$ cat config.mk
export PLATFORM = sky130hd
export DESIGN_NAME = drive_command_decoder_top
export DESIGN_NICKNAME = d
export VERILOG_FILES = /design/src/rtl/dcd_pkg.sv /design/src/rtl/dcd_cfg_regs.sv /design/src/rtl/dcd_in_stage.sv /design/src/rtl/dcd_core.sv /design/src/rtl/dcd_out_stage.sv /design/src/rtl/drive_command_decoder_top.sv
export SDC_FILE = /design/constraint.sdc
export NUM_CORES = 1
export LEC_CHECK = 0
export BUFFER_PORTS_ARGS = -buffer_cell sky130_fd_sc_hd__buf_4
export CAP_MARGIN = 5
export CELL_PAD_IN_SITES_DETAIL_PLACEMENT = 0
export CELL_PAD_IN_SITES_GLOBAL_PLACEMENT = 2
export CORE_ASPECT_RATIO = 2
export CORE_MARGIN = 1.5
export CORE_UTILIZATION = 29
export CTS_CLUSTER_SIZE = 16
export DETAILED_ROUTE_END_ITERATION = 8
export PLACE_DENSITY = 0.72
export SETUP_SLACK_MARGIN = 0.4
export SKIP_LAST_GASP = 1
export SYNTH_ARGS = -nofsm -noshare
export SYNTH_HDL_FRONTEND = slang
export SYNTH_SLANG_ARGS = --single-unit
$ cat constraint.sdc
create_clock -name clk -period 4.8 [get_ports clk]
set_clock_uncertainty 0.15 [all_clocks]
set_input_delay 1.44 -clock clk [delete_from_list [all_inputs] [get_ports clk]]
set_output_delay 1.44 -clock clk [all_outputs]
set_load 0.05 [all_outputs]
$ cat src/rtl/dcd_pkg.sv
// Shared types and constants for the drive command decoder.
// Used by every module of the block; depends on nothing else.
package dcd_pkg;

  // Widths of the request and result fields
  localparam int unsigned OpW     = 2;
  localparam int unsigned ByteW   = 8;
  localparam int unsigned EchoW   = 16;
  localparam int unsigned DirW    = 4;
  localparam int unsigned DutyW   = 8;
  localparam int unsigned LedW    = 5;
  localparam int unsigned TickW   = 4;
  localparam int unsigned CfgIdxW = 3;
  localparam int unsigned CfgW    = 16;

  // Configuration register indexes
  localparam logic [CfgIdxW-1:0] CFG_SPEED_ONE   = 3'd0;
  localparam logic [CfgIdxW-1:0] CFG_SPEED_TWO   = 3'd1;
  localparam logic [CfgIdxW-1:0] CFG_SPEED_THREE = 3'd2;
  localparam logic [CfgIdxW-1:0] CFG_TICK_LIMIT  = 3'd3;
  localparam logic [CfgIdxW-1:0] CFG_NEAR_COUNT  = 3'd4;

  // Configuration reset values
  localparam logic [DutyW-1:0] SPEED_ONE_RST   = 8'd100;
  localparam logic [DutyW-1:0] SPEED_TWO_RST   = 8'd170;
  localparam logic [DutyW-1:0] SPEED_THREE_RST = 8'd240;
  localparam logic [TickW-1:0] TICK_LIMIT_RST  = 4'd10;
  localparam logic [EchoW-1:0] NEAR_COUNT_RST  = 16'd583;

  // H-bridge patterns
  localparam logic [DirW-1:0] DIR_STOP  = 4'h0;
  localparam logic [DirW-1:0] DIR_RIGHT = 4'h1;
  localparam logic [DirW-1:0] DIR_LEFT  = 4'h4;
  localparam logic [DirW-1:0] DIR_FWD   = 4'h5;
  localparam logic [DirW-1:0] DIR_REV   = 4'hA;

  // LED patterns
  localparam logic [LedW-1:0] LED_CMD_OR = 5'h03;
  localparam logic [LedW-1:0] LED_IDLE   = 5'h01;
  localparam logic [LedW-1:0] LED_SPEED1 = 5'h07;
  localparam logic [LedW-1:0] LED_SPEED2 = 5'h0B;
  localparam logic [LedW-1:0] LED_SPEED3 = 5'h13;

  // Command characters
  localparam logic [ByteW-1:0] CMD_A = 8'h61;
  localparam logic [ByteW-1:0] CMD_B = 8'h62;
  localparam logic [ByteW-1:0] CMD_C = 8'h63;
  localparam logic [ByteW-1:0] CMD_D = 8'h64;
  localparam logic [ByteW-1:0] CMD_E = 8'h65;
  localparam logic [ByteW-1:0] CMD_F = 8'h66;
  localparam logic [ByteW-1:0] CMD_G = 8'h67;
  localparam logic [ByteW-1:0] CMD_H = 8'h68;
  localparam logic [ByteW-1:0] CMD_I = 8'h69;
  localparam logic [ByteW-1:0] CMD_J = 8'h6A;
  localparam logic [ByteW-1:0] CMD_K = 8'h6B;
  localparam logic [ByteW-1:0] CMD_L = 8'h6C;
  localparam logic [ByteW-1:0] CMD_M = 8'h6D;
  localparam logic [ByteW-1:0] CMD_N = 8'h6E;
  localparam logic [ByteW-1:0] CMD_O = 8'h6F;
  localparam logic [ByteW-1:0] CMD_P = 8'h70;

  typedef enum logic [OpW-1:0] {
    OP_CMD  = 2'd0,
    OP_TICK = 2'd1,
    OP_ECHO = 2'd2,
    OP_NONE = 2'd3
  } op_t;

  typedef struct packed {
    logic [DutyW-1:0] speed_one;
    logic [DutyW-1:0] speed_two;
    logic [DutyW-1:0] speed_three;
    logic [TickW-1:0] tick_limit;
    logic [EchoW-1:0] near_count;
  } cfg_t;

  typedef struct packed {
    logic [OpW-1:0]   op;
    logic [ByteW-1:0] command_byte;
    logic [EchoW-1:0] echo_count;
  } item_t;

  typedef struct packed {
    logic [DirW-1:0]  direction_bits;
    logic [DutyW-1:0] duty_left;
    logic [DutyW-1:0] duty_right;
    logic [LedW-1:0]  led_pattern;
    logic             auto_on;
    logic             report_on;
  } result_t;

  // Handshake between the input register, the decode core and the result register
  typedef struct packed {
    logic item_valid;  // input register holds a request
    logic advance;     // result register can take a new value this cycle
  } pipe_ctrl_t;

endpackage

$ cat src/rtl/dcd_cfg_regs.sv
// Configuration register file of the drive command decoder.
// Depends on dcd_pkg for the register indexes and reset values.
module dcd_cfg_regs (
  input  logic                            clk,
  input  logic                            rst,
  input  logic                            cfg_write,
  input  logic [dcd_pkg::CfgIdxW-1:0]     cfg_index,
  input  logic [dcd_pkg::CfgW-1:0]        cfg_data,
  output dcd_pkg::cfg_t                   cfg
);
  import dcd_pkg::*;

  // Write one register per enabled cycle; unknown indexes are dropped
  always_ff @(posedge clk) begin
    if (rst) begin
      cfg.speed_one   <= SPEED_ONE_RST;
      cfg.speed_two   <= SPEED_TWO_RST;
      cfg.speed_three <= SPEED_THREE_RST;
      cfg.tick_limit  <= TICK_LIMIT_RST;
      cfg.near_count  <= NEAR_COUNT_RST;
    end else if (cfg_write) begin
      unique case (cfg_index)
        CFG_SPEED_ONE:   cfg.speed_one   <= cfg_data[DutyW-1:0];
        CFG_SPEED_TWO:   cfg.speed_two   <= cfg_data[DutyW-1:0];
        CFG_SPEED_THREE: cfg.speed_three <= cfg_data[DutyW-1:0];
        CFG_TICK_LIMIT:  cfg.tick_limit  <= cfg_data[TickW-1:0];
        CFG_NEAR_COUNT:  cfg.near_count  <= cfg_data[EchoW-1:0];
        default: ;
      endcase
    end
  end

endmodule

$ cat src/rtl/dcd_in_stage.sv
// Input register of the drive command decoder: holds one request until
// the decode core takes it. Depends on dcd_pkg for the item type.
module dcd_in_stage (
  input  logic                 clk,
  input  logic                 rst,
  input  logic                 in_valid,
  output logic                 in_stall,
  input  dcd_pkg::item_t       in_item,
  input  logic                 advance,
  output dcd_pkg::pipe_ctrl_t  ctrl,
  output dcd_pkg::item_t       item
);
  import dcd_pkg::*;

  logic item_valid;
  logic accept;

  // Stall only when the held request cannot move on
  assign in_stall = item_valid && !advance;
  assign accept   = in_valid && !in_stall;

  assign ctrl.item_valid = item_valid;
  assign ctrl.advance    = advance;

  // Hold the valid flag; drop it once the request moves on
  always_ff @(posedge clk) begin
    if (rst) begin
      item_valid <= 1'b0;
    end else if (accept) begin
      item_valid <= 1'b1;
    end else if (advance) begin
      item_valid <= 1'b0;
    end
  end

  // Capture the payload on acceptance
  always_ff @(posedge clk) begin
    if (accept) begin
      item <= in_item;
    end
  end

endmodule

$ cat src/rtl/dcd_core.sv
// Decode core: drive, speed, LED, tick and mode state, updated once per request.
// Depends on dcd_pkg for constants, command codes and struct types.
module dcd_core (
  input  logic                 clk,
  input  logic                 rst,
  input  dcd_pkg::pipe_ctrl_t  ctrl,
  input  dcd_pkg::item_t       item,
  input  dcd_pkg::cfg_t        cfg,
  output dcd_pkg::result_t     result_next
);
  import dcd_pkg::*;

  logic [DirW-1:0]  direction_reg, direction_reg_next;
  logic [DutyW-1:0] duty_left_reg, duty_left_reg_next;
  logic [DutyW-1:0] duty_right_reg, duty_right_reg_next;
  logic [DutyW-1:0] speed_reg, speed_reg_next;
  logic [LedW-1:0]  led_reg, led_reg_next;
  logic [TickW-1:0] tick_count, tick_count_next;
  logic             auto_flag, auto_flag_next;
  logic             report_flag, report_flag_next;

  logic [DutyW-1:0] full_duty;
  logic [DutyW-1:0] half_duty;
  logic [TickW-1:0] tick_inc;
  logic             fire;

  assign fire      = ctrl.item_valid && ctrl.advance;
  assign full_duty = speed_reg;
  assign half_duty = {1'b0, speed_reg[DutyW-1:1]};
  assign tick_inc  = tick_count + 4'd1;

  // Next state for the request in the input register
  always_comb begin
    direction_reg_next  = direction_reg;
    duty_left_reg_next  = duty_left_reg;
    duty_right_reg_next = duty_right_reg;
    speed_reg_next      = speed_reg;
    led_reg_next        = led_reg;
    tick_count_next     = tick_count;
    auto_flag_next      = auto_flag;
    report_flag_next    = report_flag;
    unique case (op_t'(item.op))
      OP_CMD: begin
        led_reg_next    = led_reg | LED_CMD_OR;
        tick_count_next = '0;
        unique case (item.command_byte)
          CMD_A: begin
            direction_reg_next  = DIR_FWD;
            duty_left_reg_next  = half_duty;
            duty_right_reg_next = full_duty;
          end
          CMD_B: begin
            direction_reg_next  = DIR_FWD;
            duty_left_reg_next  = full_duty;
            duty_right_reg_next = full_duty;
          end
          CMD_C: begin
            direction_reg_next  = DIR_FWD;
            duty_left_reg_next  = full_duty;
            duty_right_reg_next = half_duty;
          end
          CMD_D: begin
            direction_reg_next  = DIR_LEFT;
            duty_left_reg_next  = '0;
            duty_right_reg_next = full_duty;
          end
          CMD_E: begin
            direction_reg_next  = DIR_STOP;
            duty_left_reg_next  = '0;
            duty_right_reg_next = '0;
          end
          CMD_F: begin
            direction_reg_next  = DIR_RIGHT;
            duty_left_reg_next  = full_duty;
            duty_right_reg_next = '0;
          end
          CMD_G: begin
            direction_reg_next  = DIR_REV;
            duty_left_reg_next  = full_duty;
            duty_right_reg_next = half_duty;
          end
          CMD_H: begin
            direction_reg_next  = DIR_REV;
            duty_left_reg_next  = full_duty;
            duty_right_reg_next = full_duty;
          end
          CMD_I: begin
            direction_reg_next  = DIR_REV;
            duty_left_reg_next  = half_duty;
            duty_right_reg_next = full_duty;
          end
          CMD_J: begin
            speed_reg_next = cfg.speed_one;
            led_reg_next   = LED_SPEED1;
          end
          CMD_K: begin
            speed_reg_next = cfg.speed_two;
            led_reg_next   = LED_SPEED2;
          end
          CMD_L: begin
            speed_reg_next = cfg.speed_three;
            led_reg_next   = LED_SPEED3;
          end
          CMD_M: auto_flag_next = 1'b1;
          CMD_N: begin
            auto_flag_next      = 1'b0;
            direction_reg_next  = DIR_STOP;
            duty_left_reg_next  = '0;
            duty_right_reg_next = '0;
          end
          CMD_O: report_flag_next = 1'b1;
          CMD_P: report_flag_next = 1'b0;
          default: ;
        endcase
      end
      OP_TICK: begin
        // Fall back to the idle pattern once the limit is reached
        if (tick_inc >= cfg.tick_limit) begin
          led_reg_next    = LED_IDLE;
          tick_count_next = '0;
        end else begin
          tick_count_next = tick_inc;
        end
      end
      OP_ECHO: begin
        if (auto_flag) begin
          if (item.echo_count < cfg.near_count) begin
            // Target near: charge at the top speed
            speed_reg_next      = cfg.speed_three;
            led_reg_next        = LED_SPEED3;
            direction_reg_next  = DIR_FWD;
            duty_left_reg_next  = cfg.speed_three;
            duty_right_reg_next = cfg.speed_three;
          end else begin
            // Target far: turn right at the low speed
            speed_reg_next      = cfg.speed_one;
            led_reg_next        = LED_SPEED1;
            direction_reg_next  = DIR_RIGHT;
            duty_left_reg_next  = cfg.speed_one;
            duty_right_reg_next = '0;
          end
        end
      end
      OP_NONE: ;
    endcase
  end

  // Result shows the state after the request
  assign result_next.direction_bits = direction_reg_next;
  assign result_next.duty_left      = duty_left_reg_next;
  assign result_next.duty_right     = duty_right_reg_next;
  assign result_next.led_pattern    = led_reg_next;
  assign result_next.auto_on        = auto_flag_next;
  assign result_next.report_on      = report_flag_next;

  // Commit the state when the request moves to the result register
  always_ff @(posedge clk) begin
    if (rst) begin
      direction_reg  <= '0;
      duty_left_reg  <= '0;
      duty_right_reg <= '0;
      speed_reg      <= SPEED_ONE_RST;
      led_reg        <= '0;
      tick_count     <= '0;
      auto_flag      <= 1'b0;
      report_flag    <= 1'b0;
    end else if (fire) begin
      direction_reg  <= direction_reg_next;
      duty_left_reg  <= duty_left_reg_next;
      duty_right_reg <= duty_right_reg_next;
      speed_reg      <= speed_reg_next;
      led_reg        <= led_reg_next;
      tick_count     <= tick_count_next;
      auto_flag      <= auto_flag_next;
      report_flag    <= report_flag_next;
    end
  end

endmodule

$ cat src/rtl/dcd_out_stage.sv
// Result register of the drive command decoder with its valid/stall handshake.
// Depends on dcd_pkg for the result and control types.
module dcd_out_stage (
  input  logic                 clk,
  input  logic                 rst,
  input  logic                 item_valid,
  input  dcd_pkg::result_t     result_next,
  output logic                 advance,
  output logic                 out_valid,
  input  logic                 out_stall,
  output dcd_pkg::result_t     result
);
  import dcd_pkg::*;

  // Free when empty or when the held result leaves this cycle
  assign advance = !out_valid || !out_stall;

  always_ff @(posedge clk) begin
    if (rst) begin
      out_valid <= 1'b0;
    end else if (advance) begin
      out_valid <= item_valid;
    end
  end

  // Load a new result only on a real transfer
  always_ff @(posedge clk) begin
    if (advance && item_valid) begin
      result <= result_next;
    end
  end

endmodule

$ cat src/rtl/drive_command_decoder_top.sv
// Drive command decoder top level: ports, configuration and the request pipeline.
// Depends on dcd_pkg, dcd_cfg_regs, dcd_in_stage, dcd_core and dcd_out_stage.
//
// Takes one request per clock while not stalled (command byte, timer tick or echo
// count) and returns one result per request: the H-bridge pattern, both PWM
// duties, the LED pattern and the auto and report flags as they stand after that
// request. An accepted request is held in the input register and then passes
// through the decode core into the result register. A stall on the result side
// holds the result register and then the input register, so up to two requests
// are in flight. Configuration registers take effect for requests decoded after
// the write and come out of reset at their default values; there is no start-up
// sweep.
module drive_command_decoder_top (
  input  logic                          clk,
  input  logic                          rst,
  // request channel
  input  logic                          in_valid,
  output logic                          in_stall,
  input  logic [dcd_pkg::OpW-1:0]       op,
  input  logic [dcd_pkg::ByteW-1:0]     command_byte,
  input  logic [dcd_pkg::EchoW-1:0]     echo_count,
  // result channel
  output logic                          out_valid,
  input  logic                          out_stall,
  output logic [dcd_pkg::DirW-1:0]      direction_bits,
  output logic [dcd_pkg::DutyW-1:0]     duty_left,
  output logic [dcd_pkg::DutyW-1:0]     duty_right,
  output logic [dcd_pkg::LedW-1:0]      led_pattern,
  output logic                          auto_on,
  output logic                          report_on,
  // configuration port
  input  logic                          cfg_write,
  input  logic [dcd_pkg::CfgIdxW-1:0]   cfg_index,
  input  logic [dcd_pkg::CfgW-1:0]      cfg_data
);
  import dcd_pkg::*;

  cfg_t       cfg;
  item_t      in_item;
  item_t      item;
  pipe_ctrl_t ctrl;
  logic       advance;
  result_t    result_next;
  result_t    result;

  assign in_item.op           = op;
  assign in_item.command_byte = command_byte;
  assign in_item.echo_count   = echo_count;

  dcd_cfg_regs u_cfg (
    .clk       (clk),
    .rst       (rst),
    .cfg_write (cfg_write),
    .cfg_index (cfg_index),
    .cfg_data  (cfg_data),
    .cfg       (cfg)
  );

  dcd_in_stage u_in (
    .clk      (clk),
    .rst      (rst),
    .in_valid (in_valid),
    .in_stall (in_stall),
    .in_item  (in_item),
    .advance  (advance),
    .ctrl     (ctrl),
    .item     (item)
  );

  dcd_core u_core (
    .clk         (clk),
    .rst         (rst),
    .ctrl        (ctrl),
    .item        (item),
    .cfg         (cfg),
    .result_next (result_next)
  );

  dcd_out_stage u_out (
    .clk         (clk),
    .rst         (rst),
    .item_valid  (ctrl.item_valid),
    .result_next (result_next),
    .advance     (advance),
    .out_valid   (out_valid),
    .out_stall   (out_stall),
    .result      (result)
  );

  assign direction_bits = result.direction_bits;
  assign duty_left      = result.duty_left;
  assign duty_right     = result.duty_right;
  assign led_pattern    = result.led_pattern;
  assign auto_on        = result.auto_on;
  assign report_on      = result.report_on;

endmodule

# Word-level counts from Yosys, hierarchy flattened
# Index checks and enable logic that the tools add are counted.
# Widths: inputs -> output; s select.
dict set report totals {
  reg_bits 138
  input_bits 50
}
dict set report classes {
  add_sub_neg 1
  order_cmp 2
  eq_ne 24
  n_mux 28
  reduce_logical 29
}
# operator n
set op_table {}
lappend op_table {{$eq 8x7->1 const B} 16}
lappend op_table {{$pmux 8 s3} 3}
lappend op_table {{$pmux 8 s2} 3}
lappend op_table {{$mux 8} 5}
lappend op_table {{$pmux 5 s3} 2}
lappend op_table {{$pmux 4 s5} 1}
lappend op_table {{$lt 16x16->1} 1}
lappend op_table {{$pmux 4 s2} 2}
lappend op_table {{$mux 5} 3}
lappend op_table {{$reduce_and 2->1} 6}
lappend op_table {{$reduce_or 3->1} 4}
lappend op_table {{$reduce_or 5->1} 2}
lappend op_table {{$mux 4} 2}
lappend op_table {{$eq 3x2->1 const B} 2}
lappend op_table {{$reduce_bool 2->1} 3}
lappend op_table {{$reduce_or 2->1} 3}
lappend op_table {{$add 4x1->4 const B} 1}
lappend op_table {{$ge 4x4->1} 1}
lappend op_table {{$logic_not 1->1} 4}
lappend op_table {{$mux 1} 4}
lappend op_table {{$ne 4x4->1 const B} 1}
lappend op_table {{$pmux 1 s2} 2}
lappend op_table {{$reduce_and 4->1} 1}
lappend op_table {{$eq 3x1->1 const B} 1}
lappend op_table {{other kinds (9)} 11}

# Depth between registers and ports, before layout
# Gate-level depths: netlist of run 1.
dict set report depth {
  word_depth 7
  depth_mapped 10
  ltp_nobuf 8
}

# Modules after synthesis
# From an unflattened synthesis of run 1, not the netlist that was laid out.
dict set report hier_totals {
  cells_unflattened 725
  area_unflattened_um2 7064.3
}
# module instances cells_per_inst area_each_um2
set by_module_without_submodules {}
lappend by_module_without_submodules {dcd_core 1 487 3558.4}
lappend by_module_without_submodules {dcd_cfg_regs 1 174 1810.5}
lappend by_module_without_submodules {dcd_out_stage 1 32 849.6}
lappend by_module_without_submodules {dcd_in_stage 1 32 845.8}

# Worst setup path before layout of run 1
# OpenSTA, ideal clock, no wires.
dict set report synth_timing {
  path_kind {in2reg}
  from {input port out_stall}
  to {register u_in.item[0] (netlist name)}
  setup_ps 412
  t_arrival_ps 3064
  required_time_ps 4238
  slack_ps 1174
  path_stages 2
  path_cell_list {and3_1 nor2b_1}
}
dict set report synth_between {
  elab_chain_len 6
}
# element line_no
set synth_rtl {}
lappend synth_rtl {{start: declaration} drive_command_decoder_top.sv:24} ;# input logic out_stall,
lappend synth_rtl {{$logic_not 1->1} dcd_out_stage.sv:16} ;# assign advance = !out_valid || !out_stall;
lappend synth_rtl {{$logic_or 1x1->1} dcd_out_stage.sv:16}
lappend synth_rtl {{$logic_not 1->1} dcd_in_stage.sv:19} ;# assign in_stall = item_valid && !advance;
lappend synth_rtl {{$logic_and 1x1->1} dcd_in_stage.sv:19}
lappend synth_rtl {{$logic_not 1->1} dcd_in_stage.sv:20} ;# assign accept = in_valid && !in_stall;
lappend synth_rtl {{$logic_and 1x1->1} dcd_in_stage.sv:20}
lappend synth_rtl {{named net u_in.accept} dcd_in_stage.sv:16} ;# logic accept;
# The timed path passes the listed nets, and every way through them passes these cells.
# A chain may end at the register's enable or synchronous reset.

# Worst setup path after layout of run 1
dict set report layout_timing {
  from {input port out_stall}
  to {output port in_stall}
}
dict set report layout_between {
  elab_chain_len 4
}
# element line_no
set layout_rtl {}
lappend layout_rtl {{$logic_not 1->1} dcd_out_stage.sv:16}
lappend layout_rtl {{$logic_or 1x1->1} dcd_out_stage.sv:16}
lappend layout_rtl {{$logic_not 1->1} dcd_in_stage.sv:19}
lappend layout_rtl {{$logic_and 1x1->1} dcd_in_stage.sv:19}
lappend layout_rtl {{end: declaration} drive_command_decoder_top.sv:18} ;# output logic in_stall,
# Every way passes these cells.

==> flow_summary.ini, run 1 <==
[run_status]
status = finished clean

[hold_path]
hold_class = reg2reg
holdPathEnd = u_cfg.cfg[7]
hp-start = u_cfg.cfg[7]
holdPathStages = 2

[sta]
final-setup-viol-count = 0
slew_violations = 0
rsz0062_at_grt = false
fin_tns_setup_ns = 0
fin_crit_sh = 0.740
max_freq_mhz = 282
worst_slew_pin_slew_ns = 1.18
finalWorstSetupSlack_ns = 1.25
max_slew_margin = 0.212
hold_viol_final = 0
layout_min_cycle_time_ns = 3.55

[grt]
met1_usage = 0.169
grt_pass1_vias = 5320
antenna_found_initial = 0
grt_pass1_wl_mm = 29.9
grtUsageTotal = 0.175
use_met3 = 0.0389
globalRoute.busiestLayer = met2
grt_use_met2 = 0.331
grt_max_degree = 57
grt_overflow = 0

[worst_setup_path]
rr_worst_depth = 7
r2r_end = u_out.result[16]
r2r_start = u_in.item[14]
crit_type = in2out
critPathRequiredTime_ns = 3.21
cpMostUsedCell = buf_4
critPathArrivalTime_ns = 1.96
worst_path_max_delay_cell = and3_1
reg2reg_slack_ns = 1.70
max_stage_delay_ns = 0.21
critPathMaxFanout = 3
path_cells = buf_4, and3_1, buf_4
end_kind = primary output
critPathLaunchType = primary input

[cells_and_area]
top_register = u_cfg.cfg
fin_nets = 799
drive_gt1_frac = 0.182
nFillCells = 2250
largest_reg_flops = 44
n_antenna_cell = 0
top_regs = u_cfg.cfg (44), u_out.result (27), u_in.item (26)
instances_no_fill = 1018
area_growth_pct = 22.5

[route]
drc_errors = 0
drt_iter0_drc = 276
drtPass1Iterations = 5
vias = 5347
antenna_left = 0
drt_wl_total_mm = 19.4
vias_per_cell = 5.25
post_drt_wl_per_cell_microns = 19.1

[cts]
clock_latency_ns = 0.44
clkTransAtPathRegs_ns = 0.06
cts_resized = 0
clk_path_buf_depth = 2
htree_levels = 4
cts.sinks = 138
cts_tree = built
cts-hold-fix-buffers = 0
post-cts-setup-buffers = 0
clock-root-buffer = clkbuf_16
cts_buffers = 17

[pwr]
pwr_density_cell_mw_per_mm2 = 376
peakVddDrop_mv = 0.213
finalPower_mw = 2.99
leakagePower_nw = 3.03

[synth]
synth.avg_cell_area_sq_um = 9.78
synth_nets = 732
ys_ff_latch = 138
async_reset_ff_frac = 0
synth-edff-count = 53
yosysTopAreaCellShare = 0.263
synth_ff_type = dfxtp_1
yosys.area.top_type = dfxtp_1
ys_warn_count = 0
synthTopCellsByArea = dfxtp_1 26%, edfxtp_1 25%, nand2_1 5.5%
netlist_instances = 662
ys_seq_area_frac = 0.509
synth_area_sq_mm = 0.00648
ys_types = 63

[floorplanning]
core_area_sq_mm = 0.0220
die_h_microns = 214
start_util = 0.295
die_area_sq_mm = 0.0233
num_rows = 77
ios = 79
die_w_microns = 109

[placement]
port_buffers = 78
dp_hpwl_mm = 14.4
pre_cts_ws_ns = 1.25
placedCellCount = 986
place_congestion = 0.888

[job]
cap_violations = 0
==> critical path, delay by kind of cell <==
family,cells,cell delay (ns)
buf+inv,2,0.31
simple gates,1,0.21
==> metal layers <==
metal	part of all wire	wire [microns]	vias up
met1	0.35	6800	2558
met2	0.56	11000	159
met4	0.046	901	0
met5	0	0	-
li1	-	-	2580
met3	0.039	758	50
==> cell usage after synthesis, drive strengths merged (2+ instances only) <==
master,number
a21bo,7
inv,22
a211o,2
nand2b,10
or2,3
a22oi,6
a22o,13
nor3,4
nand3b,8
nand4,4
a21o,3
mux2i,21
and3b,2
clkbuf,32
edfxtp,53
a311oi,2
o211ai,13
and2,6
a31oi,18
dfxtp,85
nand2,95
a2bb2oi,8
nor2,54
nor4,2
nand3,17
o21ai,37
a211oi,8
and3,4
buf,5
nor2b,6
a32oi,8
a21boi,4
ha,20
o21a,10
a21oi,38
a222oi,7
a2111oi,6
==> area by class of cell <==
| type | count | area [sq um] | area share |
|---|---|---|---|
| repair buffers | 85 | 638 | 0.0805 |
| clock inverters | 12 | 161 | 0.0204 |
| inverters | 22 | 82.6 | 0.0104 |
| well taps | 276 | 345 | 0.0435 |
| clock buffers | 20 | 458 | 0.0577 |
| multi-input cells | 465 | 2950 | 0.372 |
| flip-flops and latches | 138 | 3290 | 0.415 |
==> worst max path at each step <==
stage | from | to | slack (ns) | cells after the start
5_1_grt | out_stall | in_stall | 1.22 | 3
3_5_place_dp | out_stall | in_stall | 1.25 | 3
4_1_cts | out_stall | in_stall | 1.25 | 3
3_3_place_gp | out_stall | in_stall | 1.26 | 3
2_1_floorplan | out_stall | u_in.item[0] | 1.17 | 2
6_report | out_stall | in_stall | 1.25 | 3
==> through the flow <==
step | hold slack, ns | utilization | area (sq um)
after floorplan | 0.278 | - | 6480
after global placement | 0.295 | 0.333 | 7310
after detailed placement | 0.300 | 0.333 | 7310
after CTS | 0.309 | 0.361 | 7930
after global routing | 0.328 | 0.361 | 7930
final | 0.304 | 0.361 | 7930
==> placed cells by master, fill, tap and decap left out, types with 10 or more instances in the layout <==
cell	synthesis	final
a22o_1	13	13
clkbuf_16	0	18
nand3_1	17	17
inv_1	22	21
dfxtp_1	85	85
o211ai_1	13	13
edfxtp_1	53	53
ha_1	20	20
buf_4	2	85
nand2_1	95	95
nand2b_1	10	10
nor2_1	53	53
a21oi_1	38	38
o21ai_0	29	29
mux2i_1	21	21
a31oi_1	18	18
o21a_1	10	10
==> where the power goes <==
part,internal [mW],leakage (nW),switching (mW)
Sequential,1.27,1.20,0.0393
Clock,0.852,0.293,0.531
Combinational,0.111,1.54,0.183
Total,2.23,3.03,0.753
==> cells by family (layout without fill, tap and decap cells) <==
logic type,Yosys count,count (layout),share of synthesized area
buf+inv,59,139,0.0359
compound gates,199,199,0.221
mux,21,21,0.0325
fa+ha+maj,20,20,0.0386
flops,138,138,0.509
xor+xnor,2,2,0.00271
simple gates,223,223,0.161
No activity file was read; power rests on OpenSTA's default activity.
==> run 2: changes to the inputs <==
Settings changed: PLACE_DENSITY 0.72 to 0.75.
Clock period 4.8 ns to 3.16 ns, I/O delays scaled along.
==> flow_summary.ini, run 2 (same netlist as run 1, synthesis figures left out) <==
[cells_and_area]
fin_nets = 822
instances_no_fill = 1041
multiInputGateArea_sq_mm = 0.00301
seq_area_sq_mm = 0.00329
top_register = u_cfg.cfg
nFillCells = 2231
n_antenna_cell = 0
layout_common_cells = 106 x buf_4, 95 x nand2_1, 85 x dfxtp_1, 53 x edfxtp_1, 52 x nor2_1
final_core_util = 0.370
drive_gt1_frac = 0.216
area_growth_pct = 25.5
largest_reg_flops = 44
fin_area_sq_mm = 0.00813
final_common_cell = buf_4
top_regs = u_cfg.cfg (44), u_out.result (27), u_in.item (26)

[sta]
worst_slew_pin_slew_ns = 0.585
hold_viol_final = 0
layout_min_cycle_time_ns = 2.60
slew_violations = 0
rsz0062_at_grt = false
fin_crit_sh = 0.824
final-setup-viol-count = 0
max_slew_margin = 0.610
max_freq_mhz = 384
finalWorstSetupSlack_ns = 0.557

[cts]
clock_latency_ns = 0.44
htree_levels = 4
cts_buffers = 17
cts_tree = built
clock-root-buffer = clkbuf_16
clk_path_buf_depth = 2
clkTransAtPathRegs_ns = 0.06
cts.sinks = 138

[job]
cap_violations = 0

[worst_setup_path]
path_cells = ha_1, xor2_1, ha_1, or2_2, a31oi_2, and4b_1, a21oi_1, a311oi_1
worst_path_max_delay_cell = dfxtp_1
critPathLaunchType = flip-flop
startpoint = u_core.tick_count[0]
crit_type = reg2reg
critPathArrivalTime_ns = 2.79
max_stage_delay_ns = 0.42
r2r_start = u_core.tick_count[0]
critPathRequiredTime_ns = 3.35
critPathMaxFanout = 5
end_kind = flip-flop
cpMostUsedCell = ha_1

[route]
vias_per_cell = 5.20
drt_wl_total_mm = 20.6
vias = 5410
antenna_left = 0
drtPass1Iterations = 5
drt_iter0_drc = 251
post_drt_wl_per_cell_microns = 19.7
drc_errors = 0

[pwr]
pwr_density_cell_mw_per_mm2 = 536
finalPower_mw = 4.35
leakagePower_nw = 3.15
peakVddDrop_mv = 0.333

[grt]
antenna_found_initial = 0
grt_pass1_wl_mm = 31.7
grtUsageTotal = 0.188
grt_pass1_vias = 5499
grt_overflow = 0
grt_max_degree = 64

[run_status]
status = finished clean

[floorplanning]
die_h_microns = 214
die_area_sq_mm = 0.0233
start_util = 0.295
num_rows = 77
core_area_sq_mm = 0.0220
die_w_microns = 109
ios = 79

[placement]
place_congestion = 0.901
pre_cts_ws_ns = -0.0791
placed_cell_area_sq_mm = 0.00747
dp_hpwl_mm = 15.8
placedCellCount = 1004
port_buffers = 78

[hold_path]
hp-start = u_cfg.cfg[7]
hold_class = reg2reg
==> run 2: cell count changes in the layout (fill, tap and decap cells not counted), sizes merged <==
cell	before	now
clkinvlp	3	1
inv	25	23
buf	85	108
bufinv	3	1
clkbuf	20	21
clkinv	3	8
==> run 2: report_power, final <==
group	internal (mW)	switching [mW]
combinational	0.186	0.288
sequential	1.93	0.0581
clock	1.12	0.775
==> run 2: area by class of cell <==
type,count,share of cell area
Clock buffer,21,0.0567
Clock inverter,11,0.0119
Inverter,22,0.0102
Multi-Input combinational cell,465,0.371
Sequential cell,138,0.405
Tap cell,276,0.0425
Timing Repair Buffer,108,0.103
==> run 2: path summary, 6_finish.rpt <==
path                            slack, ns  depth (start not counted)                   end
worst max-delay path                 0.56                          8  u_core.tick_count[2]
worst max register to register       0.56                          8  u_core.tick_count[2]
worst min-delay path                 0.30                          2          u_cfg.cfg[7]
worst min register to register       0.30                          2          u_cfg.cfg[7]
==> run 2: critical path: cells and delay by family, from the launching register on <==
family / cells / cell delay (ns)
xor gates and xnor gates: 1 / 0.18
adders and majority gates: 2 / 0.48
and+or+nand+nor: 2 / 0.63
DFF: 1 / 0.42
AOI/OAI and AO/OA: 3 / 0.65
==> run 2: timing repair <==
item	4_1_cts	5_1_grt
pin swaps	2	3
endpoints found under the setup margin	41	12
hold buffers	0	0
gates resized for setup	8	5
buffers inserted	0	5
==> run 2: per-stage QoR <==
step                TNS (ns)  hold WS [ns]
global placement     -0.0578         0.295
detailed placement   -0.0791         0.301
global route               0         0.330
CTS                        0         0.309
finish                     0         0.304
floorplan                  0         0.278
==> run 2: layer usage <==
layer | global-route usage | vias to the layer above | share of wire
met5 | 0 | - | 0
met4 | 0.105 | 0 | 0.044
met3 | 0.0398 | 39 | 0.036
met2 | 0.360 | 148 | 0.59
met1 | 0.176 | 2597 | 0.33
li1 | - | 2626 | -
==> run 3: changes to the inputs <==
Settings changed: ABC_AREA set to 1.
Clock period 3.16 ns to 2.4 ns, I/O delays scaled along.
==> flow_summary.ini, run 3 <==
[grt]
grt_overflow = 0
grt_max_degree = 51
grt_pass1_vias = 5986
grtUsageTotal = 0.173
grt_pass1_wl_mm = 32.3
antenna_found_initial = 0

[sta]
hold_viol_final = 0
rsz0062_at_grt = true
max_freq_mhz = 458
final-setup-viol-count = 0
slew_violations = 0
hold_slack_ns = 0.307
fin_tns_setup_ns = 0
max_slew_margin = 0.682
worst_slew_pin_slew_ns = 0.477
layout_min_cycle_time_ns = 2.18
fin_crit_sh = 0.909
finalWorstSetupSlack_ns = 0.218

[synth]
synth_ff_type = dfxtp_1
yosys.area.top_type = dfxtp_1
ys_warn_count = 0
ys_seq_area_frac = 0.478
yosysTopAreaCellShare = 0.247
ys_ff_latch = 138
synth_common_cells = 174 x nand2_1, 112 x inv_1, 85 x dfxtp_1
synth-edff-count = 53
synth_nets = 917
async_reset_ff_frac = 0
netlist_instances = 847
ys_types = 49
synthTopCellsByArea = dfxtp_1 25%, edfxtp_1 23%, nand2_1 9.5%
synth_area_sq_mm = 0.00689
synth.most_common_cell = nand2_1
synth.avg_cell_area_sq_um = 8.14

[cells_and_area]
n_antenna_cell = 0
fin_area_sq_mm = 0.00971
top_regs = u_cfg.cfg (44), u_out.result (27), u_in.item (26)
final_common_cell = nand2_1
largest_reg_flops = 44
seq_area_sq_mm = 0.00331
nFillCells = 2399
top_register = u_cfg.cfg
multiInputGateArea_sq_mm = 0.00372
drive_gt1_frac = 0.367
layout_common_cells = 133 x nand2_1, 123 x buf_4, 98 x inv_1, 81 x dfxtp_1, 61 x nor2_1
area_growth_pct = 41.0
fin_nets = 1054

[worst_setup_path]
path_cells = ha_4, ha_4, inv_2, o21bai_1, nand3_2, nand4_1, o211ai_1, a21oi_1, nand2_1, o21ai_2, inv_1
max_stage_delay_ns = 0.36
crit_type = reg2reg
critPathLaunchType = flip-flop
critPathRequiredTime_ns = 2.45
cpMostUsedCell = ha_4
critPathArrivalTime_ns = 2.23
worst_path_max_delay_cell = dfxtp_4
critPathMaxFanout = 3
end_kind = flip-flop

[floorplanning]
die_h_microns = 221
start_util = 0.295
num_rows = 79
core_area_sq_mm = 0.0233
ios = 79
die_w_microns = 112
die_area_sq_mm = 0.0247

[cts]
clkTransAtPathRegs_ns = 0.06
clock_latency_ns = 0.44
htree_levels = 4
cts.sinks = 138
cts_tree = built
clk_path_buf_depth = 2
cts_buffers = 17
clock-root-buffer = clkbuf_16
cts-hold-fix-buffers = 0

[pwr]
peakVddDrop_mv = 0.378
leakagePower_nw = 4.27
pwr_density_cell_mw_per_mm2 = 629

[route]
vias = 6063
antenna_left = 0
drtPass1Iterations = 6
drt_wl_total_mm = 20.9
drt_iter0_drc = 220
vias_per_cell = 4.74
post_drt_wl_per_cell_microns = 16.4
drc_errors = 10

[placement]
dp_hpwl_mm = 15.3
port_buffers = 78
place_congestion = 0.841
placed_cell_area_sq_mm = 0.00809
pre_cts_ws_ns = 0.104

[run_status]
violations = DRC
status = complete, but fails checks

[job]
cap_violations = 0

[hold_path]
hold_class = in2reg
-- run 3: cell types whose count changed in the layout (fill, tap and decap cells not counted), sizes merged, moves of 9 or more --
| cell | before | now |
|---|---|---|
| a21oi | 38 | 70 |
| a22o | 13 | 0 |
| a31oi | 18 | 5 |
| buf | 108 | 142 |
| inv | 23 | 124 |
| mux2i | 21 | 0 |
| nand2 | 95 | 192 |
| nand2b | 10 | 0 |
| nand3 | 17 | 68 |
| nor2 | 54 | 77 |
| o21a | 10 | 1 |
| o21ai | 37 | 74 |
-- run 3: per-stage QoR --
stage,cells,power [mW],util
CTS,1256,6.07,0.384
detailed placement,1216,3.48,0.347
finish,1280,6.11,0.416
global placement,1216,3.48,0.347
floorplan,847,3.16,-
global route,1280,6.39,0.416
-- run 3: worst max-delay path, delay by kind of cell, from the launching register on --
family / cells / cell delay [ns]
fa+ha+maj: 2 / 0.51
compound gates: 4 / 0.50
flops: 1 / 0.36
simple gates: 3 / 0.35
buf+inv: 2 / 0.08
-- run 3: worst paths after layout --
path | start | endpoint | slack, ns | depth (start not counted)
setup / recovery | u_core.tick_count[1] | u_out.result[4] | 0.22 | 11
hold / removal | echo_count[5] | u_in.item[5] | 0.31 | 1
setup reg to reg | u_core.tick_count[1] | u_out.result[4] | 0.22 | 11
hold reg to reg | u_cfg.cfg[5] | u_cfg.cfg[5] | 0.31 | 2
-- run 3: cell type report --
class / instances / share of cell area
multi-input cells: 555 / 0.383
flip-flops and latches: 138 / 0.340
repair buffers: 143 / 0.128
inverters: 128 / 0.0537
clock buffers: 25 / 0.0532
well taps: 283 / 0.0365
clock inverters: 7 / 0.00399
repair inverters: 1 / 0.00116
-- run 3: kinds of logic (layout without fill, tap and decap cells) --
kind of cell,after synthesis,after routing,share of synthesized area
simple gates,349,352,0.233
fa+ha+maj,20,20,0.0363
xor+xnor,2,2,0.00254
compound gates,181,181,0.157
buf+inv,157,304,0.0935
flops,138,138,0.478
-- run 3: per-layer routing --
layer,track usage,vias up,part of all wire
met3,0.0375,39,0.026
li1,-,3093,-
met4,0.0788,0,0.043
met2,0.336,105,0.58
met1,0.171,2826,0.35
met5,0,-,0
-- run 3: what timing repair did --
item	in CTS	in global routing
cloned	1	5
buffers inserted	7	19
resized for setup	69	118
pin swaps	22	68
setup endpoints to repair	57	63
-- run 3: power breakdown --
group | switching (mW) | internal (mW)
Sequential | 0.0719 | 2.56
Combinational | 0.607 | 0.393
Clock | 0.991 | 1.48
